$ cat src/rtl/core/ptd_pkg.sv
`default_nettype none

package ptd_pkg;

   // Operation codes carried by the mode field of a request.
   typedef enum logic [2:0] {
      MODE_TICK    = 3'd0,
      MODE_CREATE  = 3'd1,
      MODE_DELETE  = 3'd2,
      MODE_SUSPEND = 3'd3,
      MODE_RESUME  = 3'd4
   } mode_type;

   localparam int unsigned TICK_W    = 16;
   localparam int unsigned SLOT_IN_W = 4;
   localparam int unsigned MASK_W    = 8;
   localparam int unsigned STEP_W    = 4;

   typedef enum logic [2:0] {
      ST_IDLE,
      ST_EXEC,
      ST_READ,
      ST_DIVIDE,
      ST_NEXT,
      ST_DONE
   } state_type;

   // Commands from the controller to the datapath.
   typedef struct packed {
      logic capture;
      logic execute;
      logic read;
      logic step;
      logic record;
      logic load_out;
   } cmd_type;

   // Status from the datapath to the controller.
   typedef struct packed {
      logic is_tick;
      logic last_step;
      logic last_slot;
   } stat_type;

endpackage

`default_nettype wire

$ cat src/rtl/core/periodic_task_dispatcher_top.sv
`default_nettype none

// Periodic task dispatcher. Each request beat carries a mode: tick, create,
// delete, suspend or resume; each produces exactly one response beat with a
// fire mask (tick only) and a status bit (set when a create fails). One
// request is handled at a time. An accepted request is first executed;
// create, delete, suspend, resume and unused modes then go to the final
// state, which loads the response register. A tick instead visits every
// slot in turn: it reads the slot's period from the period table, divides
// the tick count by that period in the shared bit-serial remainder unit,
// and records the result; after the last slot it goes to the final state.
// A response waiting in the output register does not block acceptance of
// the next request; that request's own response waits in the final state
// until the output register is free.
module periodic_task_dispatcher_top #(
   parameter int unsigned TASK_SLOTS = 8
) (
   input  wire logic                              clock,
   input  wire logic                              reset,
   input  wire logic                              req_valid,
   output logic                                   req_stall,
   input  wire logic [2:0]                        req_mode,
   input  wire logic [ptd_pkg::SLOT_IN_W-1:0]     req_slot,
   input  wire logic [ptd_pkg::TICK_W-1:0]        req_period,
   input  wire logic                              req_has_handler,
   output logic                                   rsp_valid,
   input  wire logic                              rsp_stall,
   output logic [ptd_pkg::MASK_W-1:0]             rsp_fire_mask,
   output logic                                   rsp_status
);

   ptd_pkg::cmd_type  cmd;
   ptd_pkg::stat_type stat;

   ptd_ctrl u_ctrl (
      .clock     (clock),
      .reset     (reset),
      .req_valid (req_valid),
      .req_stall (req_stall),
      .rsp_valid (rsp_valid),
      .rsp_stall (rsp_stall),
      .stat      (stat),
      .cmd       (cmd)
   );

   ptd_datapath #(
      .TASK_SLOTS (TASK_SLOTS)
   ) u_datapath (
      .clock           (clock),
      .reset           (reset),
      .req_mode        (req_mode),
      .req_slot        (req_slot),
      .req_period      (req_period),
      .req_has_handler (req_has_handler),
      .cmd             (cmd),
      .stat            (stat),
      .rsp_fire_mask   (rsp_fire_mask),
      .rsp_status      (rsp_status)
   );

endmodule

`default_nettype wire

$ cat src/rtl/core/ptd_datapath.sv
`default_nettype none

module ptd_datapath #(
   parameter int unsigned TASK_SLOTS = 8
) (
   input  wire logic                               clock,
   input  wire logic                               reset,
   input  wire logic [2:0]                         req_mode,
   input  wire logic [ptd_pkg::SLOT_IN_W-1:0]      req_slot,
   input  wire logic [ptd_pkg::TICK_W-1:0]         req_period,
   input  wire logic                               req_has_handler,
   input  wire ptd_pkg::cmd_type                   cmd,
   output ptd_pkg::stat_type                       stat,
   output logic [ptd_pkg::MASK_W-1:0]              rsp_fire_mask,
   output logic                                    rsp_status
);

   localparam int unsigned SLOT_W = (TASK_SLOTS > 1) ? $clog2(TASK_SLOTS) : 1;
   localparam int unsigned TW     = ptd_pkg::TICK_W;

   logic [2:0]                     mode_ff, mode_in;
   logic [ptd_pkg::SLOT_IN_W-1:0]  slot_ff, slot_in;
   logic [TW-1:0]                  period_ff, period_in;
   logic                           handler_ff, handler_in;

   logic [TW-1:0]                  tick_ff, tick_in;
   logic [TASK_SLOTS-1:0]          occupied_ff, occupied_in;
   logic [TASK_SLOTS-1:0]          running_ff, running_in;
   logic [TW-1:0]                  period_mem [TASK_SLOTS];
   logic [TW-1:0]                  period_rd_ff;
   logic                           elig_ff, elig_in;

   logic [SLOT_W-1:0]              scan_ff, scan_in;
   logic [ptd_pkg::STEP_W-1:0]     step_ff, step_in;
   logic [TW:0]                    rem_ff, rem_in;
   logic [TW-1:0]                  dvd_ff, dvd_in;
   logic [ptd_pkg::MASK_W-1:0]     mask_ff, mask_in;
   logic                           status_ff, status_in;
   logic [ptd_pkg::MASK_W-1:0]     out_mask_ff, out_mask_in;
   logic                           out_status_ff, out_status_in;

   logic                           slot_ok;
   logic [SLOT_W-1:0]              slot_idx;
   logic                           create_ok;
   logic                           mem_write;
   logic [TW:0]                    shifted;
   logic                           fires;

   assign slot_ok   = 5'(slot_ff) < 5'(TASK_SLOTS);
   assign slot_idx  = slot_ff[SLOT_W-1:0];
   assign create_ok = slot_ok && handler_ff && !occupied_ff[slot_idx];
   assign mem_write = cmd.execute && (mode_ff == ptd_pkg::MODE_CREATE) && create_ok;
   assign shifted   = {rem_ff[TW-1:0], dvd_ff[TW-1]};
   assign fires     = elig_ff && (period_rd_ff != '0) && (rem_ff[TW-1:0] == '0);

   always_comb begin
      mode_in       = mode_ff;
      slot_in       = slot_ff;
      period_in     = period_ff;
      handler_in    = handler_ff;
      tick_in       = tick_ff;
      occupied_in   = occupied_ff;
      running_in    = running_ff;
      elig_in       = elig_ff;
      scan_in       = scan_ff;
      step_in       = step_ff;
      rem_in        = rem_ff;
      dvd_in        = dvd_ff;
      mask_in       = mask_ff;
      status_in     = status_ff;
      out_mask_in   = out_mask_ff;
      out_status_in = out_status_ff;

      if (cmd.capture) begin
         mode_in    = req_mode;
         slot_in    = req_slot;
         period_in  = req_period;
         handler_in = req_has_handler;
      end

      if (cmd.execute) begin
         status_in = 1'b0;
         mask_in   = '0;
         scan_in   = '0;
         case (mode_ff)
            ptd_pkg::MODE_TICK: begin
               tick_in = tick_ff + TW'(1);
            end
            ptd_pkg::MODE_CREATE: begin
               if (create_ok) begin
                  occupied_in[slot_idx] = 1'b1;
                  running_in[slot_idx]  = 1'b1;
               end else begin
                  status_in = 1'b1;
               end
            end
            ptd_pkg::MODE_DELETE: begin
               if (slot_ok) begin
                  occupied_in[slot_idx] = 1'b0;
               end
            end
            ptd_pkg::MODE_SUSPEND: begin
               if (slot_ok) begin
                  running_in[slot_idx] = 1'b0;
               end
            end
            ptd_pkg::MODE_RESUME: begin
               if (slot_ok) begin
                  running_in[slot_idx] = 1'b1;
               end
            end
            default: begin
            end
         endcase
      end

      if (cmd.read) begin
         elig_in = occupied_ff[scan_ff] & running_ff[scan_ff];
         rem_in  = '0;
         dvd_in  = tick_ff;
         step_in = '0;
      end

      // One restoring step of the remainder: the partial remainder stays below
      // twice the divisor, so a single compare and subtract suffices.
      if (cmd.step) begin
         if (shifted >= {1'b0, period_rd_ff}) begin
            rem_in = shifted - {1'b0, period_rd_ff};
         end else begin
            rem_in = shifted;
         end
         dvd_in  = {dvd_ff[TW-2:0], 1'b0};
         step_in = step_ff + ptd_pkg::STEP_W'(1);
      end

      if (cmd.record) begin
         for (int k = 0; k < ptd_pkg::MASK_W; k++) begin
            if (fires && (5'(scan_ff) == 5'(k))) begin
               mask_in[k] = 1'b1;
            end
         end
         scan_in = scan_ff + SLOT_W'(1);
      end

      if (cmd.load_out) begin
         out_mask_in   = mask_ff;
         out_status_in = status_ff;
      end
   end

   always_ff @(posedge clock) begin
      if (reset) begin
         tick_ff     <= '0;
         occupied_ff <= '0;
         running_ff  <= '0;
      end else begin
         tick_ff     <= tick_in;
         occupied_ff <= occupied_in;
         running_ff  <= running_in;
      end
   end

   always_ff @(posedge clock) begin
      mode_ff       <= mode_in;
      slot_ff       <= slot_in;
      period_ff     <= period_in;
      handler_ff    <= handler_in;
      elig_ff       <= elig_in;
      scan_ff       <= scan_in;
      step_ff       <= step_in;
      rem_ff        <= rem_in;
      dvd_ff        <= dvd_in;
      mask_ff       <= mask_in;
      status_ff     <= status_in;
      out_mask_ff   <= out_mask_in;
      out_status_ff <= out_status_in;
   end

   // Period table: one write port at the request slot, one registered read
   // port at the scan index.
   always_ff @(posedge clock) begin
      if (mem_write) begin
         period_mem[slot_idx] <= period_ff;
      end
      if (cmd.read) begin
         period_rd_ff <= period_mem[scan_ff];
      end
   end

   assign stat.is_tick   = (mode_ff == ptd_pkg::MODE_TICK);
   assign stat.last_step = (step_ff == '1);
   assign stat.last_slot = (scan_ff == SLOT_W'(TASK_SLOTS - 1));

   assign rsp_fire_mask = out_mask_ff;
   assign rsp_status    = out_status_ff;

endmodule

`default_nettype wire

$ cat src/rtl/core/ptd_ctrl.sv
`default_nettype none

module ptd_ctrl (
   input  wire logic               clock,
   input  wire logic               reset,
   input  wire logic               req_valid,
   output logic                    req_stall,
   output logic                    rsp_valid,
   input  wire logic               rsp_stall,
   input  wire ptd_pkg::stat_type  stat,
   output ptd_pkg::cmd_type        cmd
);

   ptd_pkg::state_type state_ff, state_in;
   logic               rsp_valid_ff, rsp_valid_in;
   logic               out_free;

   // The output register can take a new result when it is empty or its beat
   // is leaving in this cycle.
   assign out_free = !rsp_valid_ff || !rsp_stall;

   always_comb begin
      state_in = state_ff;
      unique case (state_ff)
         ptd_pkg::ST_IDLE: begin
            if (req_valid) begin
               state_in = ptd_pkg::ST_EXEC;
            end
         end
         ptd_pkg::ST_EXEC: begin
            state_in = stat.is_tick ? ptd_pkg::ST_READ : ptd_pkg::ST_DONE;
         end
         ptd_pkg::ST_READ: begin
            state_in = ptd_pkg::ST_DIVIDE;
         end
         ptd_pkg::ST_DIVIDE: begin
            if (stat.last_step) begin
               state_in = ptd_pkg::ST_NEXT;
            end
         end
         ptd_pkg::ST_NEXT: begin
            state_in = stat.last_slot ? ptd_pkg::ST_DONE : ptd_pkg::ST_READ;
         end
         ptd_pkg::ST_DONE: begin
            if (out_free) begin
               state_in = ptd_pkg::ST_IDLE;
            end
         end
         default: begin
            state_in = ptd_pkg::ST_IDLE;
         end
      endcase
   end

   always_comb begin
      req_stall    = (state_ff != ptd_pkg::ST_IDLE);
      cmd.capture  = (state_ff == ptd_pkg::ST_IDLE) && req_valid;
      cmd.execute  = (state_ff == ptd_pkg::ST_EXEC);
      cmd.read     = (state_ff == ptd_pkg::ST_READ);
      cmd.step     = (state_ff == ptd_pkg::ST_DIVIDE);
      cmd.record   = (state_ff == ptd_pkg::ST_NEXT);
      cmd.load_out = (state_ff == ptd_pkg::ST_DONE) && out_free;
   end

   always_comb begin
      if (cmd.load_out) begin
         rsp_valid_in = 1'b1;
      end else if (rsp_stall) begin
         rsp_valid_in = rsp_valid_ff;
      end else begin
         rsp_valid_in = 1'b0;
      end
   end

   always_ff @(posedge clock) begin
      if (reset) begin
         state_ff     <= ptd_pkg::ST_IDLE;
         rsp_valid_ff <= 1'b0;
      end else begin
         state_ff     <= state_in;
         rsp_valid_ff <= rsp_valid_in;
      end
   end

   assign rsp_valid = rsp_valid_ff;

   a_accept_to_exec: assert property (@(posedge clock) disable iff (reset)
      (req_valid && !req_stall) |=> (state_ff == ptd_pkg::ST_EXEC))
      else $error("accepted request did not enter execution");

   a_divide_holds: assert property (@(posedge clock) disable iff (reset)
      (state_ff == ptd_pkg::ST_DIVIDE && !stat.last_step)
         |=> (state_ff == ptd_pkg::ST_DIVIDE))
      else $error("remainder unit left before its last step");

   a_scan_ends: assert property (@(posedge clock) disable iff (reset)
      (state_ff == ptd_pkg::ST_NEXT && stat.last_slot) |=> (state_ff == ptd_pkg::ST_DONE))
      else $error("slot scan did not finish after the last slot");

   a_load_shows: assert property (@(posedge clock) disable iff (reset)
      cmd.load_out |=> (rsp_valid_ff && state_ff == ptd_pkg::ST_IDLE))
      else $error("loaded result not presented");

endmodule

`default_nettype wire
$ cat config.mk
export PLATFORM = sky130hd
export DESIGN_NAME = periodic_task_dispatcher_top
export DESIGN_NICKNAME = d
export VERILOG_FILES = /design/src/rtl/core/ptd_pkg.sv /design/src/rtl/core/periodic_task_dispatcher_top.sv /design/src/rtl/core/ptd_datapath.sv /design/src/rtl/core/ptd_ctrl.sv
export SDC_FILE = /design/constraint.sdc
export NUM_CORES = 1
export LEC_CHECK = 0
export BUFFER_PORTS_ARGS = -buffer_cell sky130_fd_sc_hd__buf_2
export CAP_MARGIN = 5
export CORE_ASPECT_RATIO = 2
export CORE_MARGIN = 3
export CORE_UTILIZATION = 56
export DETAILED_ROUTE_END_ITERATION = 16
export PLACE_DENSITY = 0.74
export RECOVER_POWER = 100
export SLEW_MARGIN = 10
export SYNTH_ARGS = -nofsm -noshare
export SYNTH_HDL_FRONTEND = slang
export SYNTH_HIERARCHICAL = 1
export SYNTH_SLANG_ARGS = --single-unit
$ cat constraint.sdc
create_clock -name clock -period 2.4 [get_ports clock]
set_input_delay 0.48 -clock clock [delete_from_list [all_inputs] [get_ports clock]]
set_output_delay 0.48 -clock clock [all_outputs]
set_load 0.02 [all_outputs]
Word-level counts from Yosys, hierarchy flattened
Memory sizes are Yosys's and may differ from the RTL's. A register that Yosys moved wholly into a read port is not among the register bits.
Cells that the tools add are included.

operators by class
  add/subtract/negate cells = 4
  $mul = 0
  div/mod/pow operators = 0
  order comparisons = 5
  equality and inequality tests = 25
  shifts and indexed selects = 0
  mux-type cells = 45
  bitwise logic cells = 6
  reductions and logical operators = 35

operators by type and width
  kind                                                        number
  two-way mux 16 bit                                          5
  two-way mux 8 bit                                           7
  one-hot mux 8 bit (3 select lines)                          1
  == test 3 bit, second input constant                        7
  two-way mux 3 bit                                           7
  == test 3 x 2 -> 1 bit, second input constant               6
  one-hot mux 3 bit (6 select lines)                          1
  >= comparator 17 x 16 -> 1 bit                              1
  logical AND 1 bit                                           17
  two-way mux 1 bit                                           17
  adder 16 x 1 -> 16 bit, second input constant               1
  bitwise AND 8 bit                                           2
  logical NOT 16 bit                                          1
  OR 8 bit                                                    2
  one-hot mux 8 bit (2 select lines)                          1
  nonzero test 16 bit                                         1
  subtractor 16 bit                                           1
  != test 2 x 1 -> 1 bit, second input constant               7
  binary-select mux 1 bit (select 3 bit)                      3
  == test 3 x 1 -> 1 bit, second input constant               3
  logical NOT 3 bit                                           3
  less-than comparator 3 x 4 -> 1 bit, second input constant  2
  two-way mux 4 bit                                           2
  NOT 8 bit                                                   1
  other kinds (16)                                            21

word-level totals
  bits in registers = 118
  latch bits = 0
  bits in writable memories = 128
  ROM bits = 0
  input port bits = 28
  output and inout bits = 11
  logic and storage cells = 140
  memories kept = 1

memories
  memory                 depth  width  rd ports  clocked after Yosys merged registers in  write ports  RTL line            source
  u_datapath.period_mem  8      16     1         1                                        1            ptd_datapath.sv:29  logic [TW-1:0] period_mem [TASK_SLOTS];

Depth between registers and ports, before layout
  depth in word-level cells = 8
  gate-level depth with buffers = 10
  depth with buffers taken out = 10

Cells and area by module
The synthesis kept the hierarchy.

by module, submodules not included
  module        times used  cells each  area each (µm²)  seq. area each (µm²)
  ptd_datapath  1           823         11165.7          7337.0
  ptd_ctrl      1           39          301.5            80.1

Worst setup path after synthesis
Ideal clock, no wire load.

  path type = register to register
  start = register u_ctrl.state_ff[2]
  end = register u_datapath.dvd_ff[10], enable pin
  library setup time = 376 ps
  arrival = 2289 ps
  required time = 2024 ps
  slack = -265 ps
  stages on the path, launching flop included = 5
  path buffers = 1
  period minus slack after synthesis = 2665 ps
  path through = dfxtp_1 -> or2_2 -> nor2_1 -> clkbuf_1 -> or2_2

RTL lines
  item                      RTL line             source
  start: declaration        ptd_ctrl.sv:14       ptd_pkg::state_type state_ff, state_in;
  start signal: assignment  ptd_ctrl.sv:77       state_ff <= ptd_pkg::ST_IDLE;
  start signal: assignment  ptd_ctrl.sv:80       state_ff <= state_in;
  end signal: assignment    ptd_datapath.sv:172  dvd_ff <= dvd_in;
  end: declaration          ptd_datapath.sv:36   logic [TW-1:0] dvd_ff, dvd_in;

Worst setup path in the final report
  start = register u_datapath.rem_ff[5]
  end = register u_datapath.rem_ff[5] (data pin)

on the way
  word-level cells in the longest chain between the ends = 3

ends and longest elaborated chain
  item                            RTL line             source
  start: declaration              ptd_datapath.sv:35   logic [TW:0] rem_ff, rem_in;
  start signal: assignment        ptd_datapath.sv:171  rem_ff <= rem_in;
  >= comparator 17 x 16 -> 1 bit  ptd_datapath.sv:127  if (shifted >= {1'b0, period_rd_ff}) begin
  two-way mux 16 bit              ptd_datapath.sv:127
  two-way mux 16 bit              ptd_datapath.sv:126  if (cmd.step) begin

Every way passes these cells.
A chain may end at the register's enable or synchronous reset.

==> flow_summary_export.csv <==
group,metric,value,unit
global_route,grt_overflow,0,
route,drt-initial-drc-count,299,
global_route,grt_pass1_wl,37390,um
placement,dpl.hpwl,16430,um
clocking,clk_latency,0.51,ns
finish,n_antenna_cell,0,
logic_synthesis,syn-cell-area,11470,um^2
sta,finalHoldViolations,0,
floorplan,num_io_pins,39,
worst_setup_path,critPathKind,"reg2reg",
finish,final_area,13100,um^2
route,viasPerCell,5.822,
sta,skew,0.01171,ns
sta,fin_setup_tns,0,ns
job,maxCapViolations,0,
route,routedWlPerCell,19.07,um
logic_synthesis,yosysSeqAreaShare,64.68,%
clocking,cts_root_buf,"clkbuf_16",
sta,worst_slew_pin_slew,0.8452,ns
floorplan,initial_core_util,57.33,%
worst_setup_path,worstPathMaxFanout,10,
sta,fin_crit,2.357,ns
hold_path,holdCritPathClass,"in2reg",
logic_synthesis,yosys_warnings,6,
worst_setup_path,start_kind,"flop",
logic_synthesis,yosysMostFrequentCell,"edfxtp_1",
logic_synthesis,synth_area_leaders,"edfxtp_1, dfxtp_1, mux4_2, nand2_1, ha_1",
placement,pre_cts_ws,-0.05618,ns
route,wl,23380,um
logic_synthesis,synth_top_area_share,56.82,%
placement,place_congestion,0.9011,
floorplan,coreArea,20000,um^2
sta,worst_slack,0.04325,ns
worst_setup_path,cp.required,2.78,ns
clocking,cts_buffers,22,
sta,post-route-period-util,98.20,%
finish,synthToLayoutAreaGrowth,14.26,%
logic_synthesis,syn_area_per_cell,13.30,um^2
route,vias,7138,
route,met3_length,668,um
route,wl_met1,8691,um
finish,drive_gt1_share,19.09,%
sta,fmax,0.4243,GHz
global_route,grt_pass1_vias,7219,
sta,drv_slew,0,
worst_setup_path,cp_data_arrival_time,2.73,ns
floorplan,die-area,22330,um^2
logic_synthesis,synth.distinct_cells,66,
route,route.met2.wl,13020,um
pwr,p_leak,4.544,nW
floorplan,chipHeight,208.4,um
pwr,p_per_area,787.2,nW/um^2
logic_synthesis,yosys.area.top_type,"edfxtp_1",
placement,io_buffers,38,
pwr,power.total,10.31,mW
outcome,outcome,"finished clean",
finish,fill_cells,1441,
sta,setup-violations-final,0,
global_route,antenna_found_initial,0,
route,drc_errors,0,
logic_synthesis,ys_ff_latch,262,
logic_synthesis,synth-main-ff-cell,"edfxtp_1",
clocking,cts_sinks,262,
sta,maxSlewHeadroom,43.66,%
clocking,cts_tree,"yes",
sta,grt_setup_unrepaired,"yes",
placement,dpl_cell_area,12410,um^2
route,first_pass_iters,5,
clocking,cts.htree.levels,1,
clocking,cts_buffer_depth,3,
floorplan,rows,73,
logic_synthesis,synthArstFlopShare,0,%
global_route,grt_max_degree,45,
logic_synthesis,netlist_instances,862,
worst_setup_path,endpoint_kind,"flop",
route,ant_nets,0,
finish,final_nets,1002,
clocking,clk_pin_slew,0.07,ns
floorplan,die_x,107.2,um
pwr,irDropWorstVdd,0.6986,mV
logic_synthesis,syn_nets,915,
logic_synthesis,netlist_top_cells_count,"edfxtp_1, nand2_1, a21oi_1",
logic_synthesis,synth_edf_count,217,
global_route,grt_usage,21.37,%
route,highest_layer,"met4",
-- sequential cells by signal, summed over array words and instances (netlist names), named ones only --
name,flops
u_datapath/period_mem,128
u_datapath/scan_ff,3
u_datapath/mask_ff,8
u_datapath/step_ff,4
u_datapath/handler_ff,1
u_datapath/rsp_fire_mask,8
u_datapath/mode_ff,3
u_datapath/rem_ff,16
u_datapath/status_ff,1
u_datapath/dvd_ff,16
u_ctrl/state_ff,3
u_ctrl/rsp_valid,1
u_datapath/period_rd_ff,16
u_datapath/rsp_status,1
u_datapath/tick_ff,16
u_datapath/elig_ff,1
u_datapath/slot_ff,4
u_datapath/period_ff,16
-- what timing repair did --
action | in CTS | in global routing
setup endpoints to repair | 9 | 140
buffers inserted | 0 | 2
gates resized for setup | 8 | 12
hold buffers | 0 | 0
pin swaps | 1 | 3
-- worst max-delay path, cell delays in order (launching register included) --
cell and delay [ns]:
edfxtp_1 0.45, ha_4 0.32, and3_4 0.23, nand4_1 0.15, a211oi_2 0.29, o21ai_1 0.14, buf_4 0.20, a211o_1 0.31
a21oi_2 0.13
-- report_power, final --
part,internal [mW],total [mW],switching (mW),leakage [nW]
registers,5.18,5.32,0.141,2.35
clock network,1.93,3.43,1.50,0.335
logic,0.643,1.57,0.923,1.86
total,7.75,10.3,2.57,4.54
-- cell families after synthesis --
group,share of synthesized area [%]
multiplexers,6.841
buffers and inverters,3.055
XOR/XNOR,1.604
AO/OA/AOI/OAI,8.729
flip-flops,64.68
AND/OR/NAND/NOR,12.30
adder cells (fa/ha/maj),2.793
-- per-stage QoR --
| stage | hold slack [ns] | utilization [%] | std cells |
|---|---|---|---|
| 2_1_floorplan | 0.4003 | - | 862 |
| 3_3_place_gp | 0.4154 | 62.05 | 1185 |
| 3_5_place_dp | 0.4176 | 62.05 | 1185 |
| 4_1_cts | 0.1194 | 65.65 | 1224 |
| 5_1_grt | 0.1245 | 65.50 | 1226 |
| 6_report | 0.1370 | 65.50 | 1226 |
-- final cells by class --
class / instances / area (um^2) / area share, %
clock buffer: 32 / 629.4 / 4.803
clock inverter: 7 / 60.06 / 0.4584
inverter: 41 / 153.9 / 1.175
multi-input combinational: 518 / 3759 / 28.69
sequential: 262 / 7417 / 56.61
tap: 262 / 327.8 / 2.502
timing repair buffer: 104 / 755.7 / 5.768
-- placed cells by master, fill, tap and decap left out, drive strengths merged, types with 6 or more instances in the layout --
master,instances
nor4,10
clkbuf,51
xor2,14
and3,10
nor3,18
ha,24
nand3b,7
inv,40
nor2,37
dfxtp,45
or3,9
a211oi,18
o21ai,47
and2,16
nand3,25
o211ai,7
o21a,10
edfxtp,217
mux4,33
a21oi,47
nand4,13
clkinv,6
buf,85
xnor2,7
nand2,109
-- path summary, 6_finish.rpt --
path | startpoint | end | slack [ns] | cells past startpoint
setup reg to reg | u_datapath/rem_ff[5] | u_datapath/rem_ff[5] | 0.04 | 8
hold reg to reg | u_datapath/mask_ff[5] | u_datapath/rsp_fire_mask[5] | 0.43 | 0
hold / removal | req_period[9] | u_datapath/period_ff[9] | 0.14 | 1
setup / recovery | u_datapath/rem_ff[5] | u_datapath/rem_ff[5] | 0.04 | 8
-- routing by layer --
metal / global-route usage [%] / vias to the layer above
li1: - / 3407
met1: 24.27 / 3500
met4: 9.536 / 0
met2: 39.71 / 159
met3: 2.080 / 72
met5: 0 / -
Note: power is estimated with default switching activity, not from simulation.
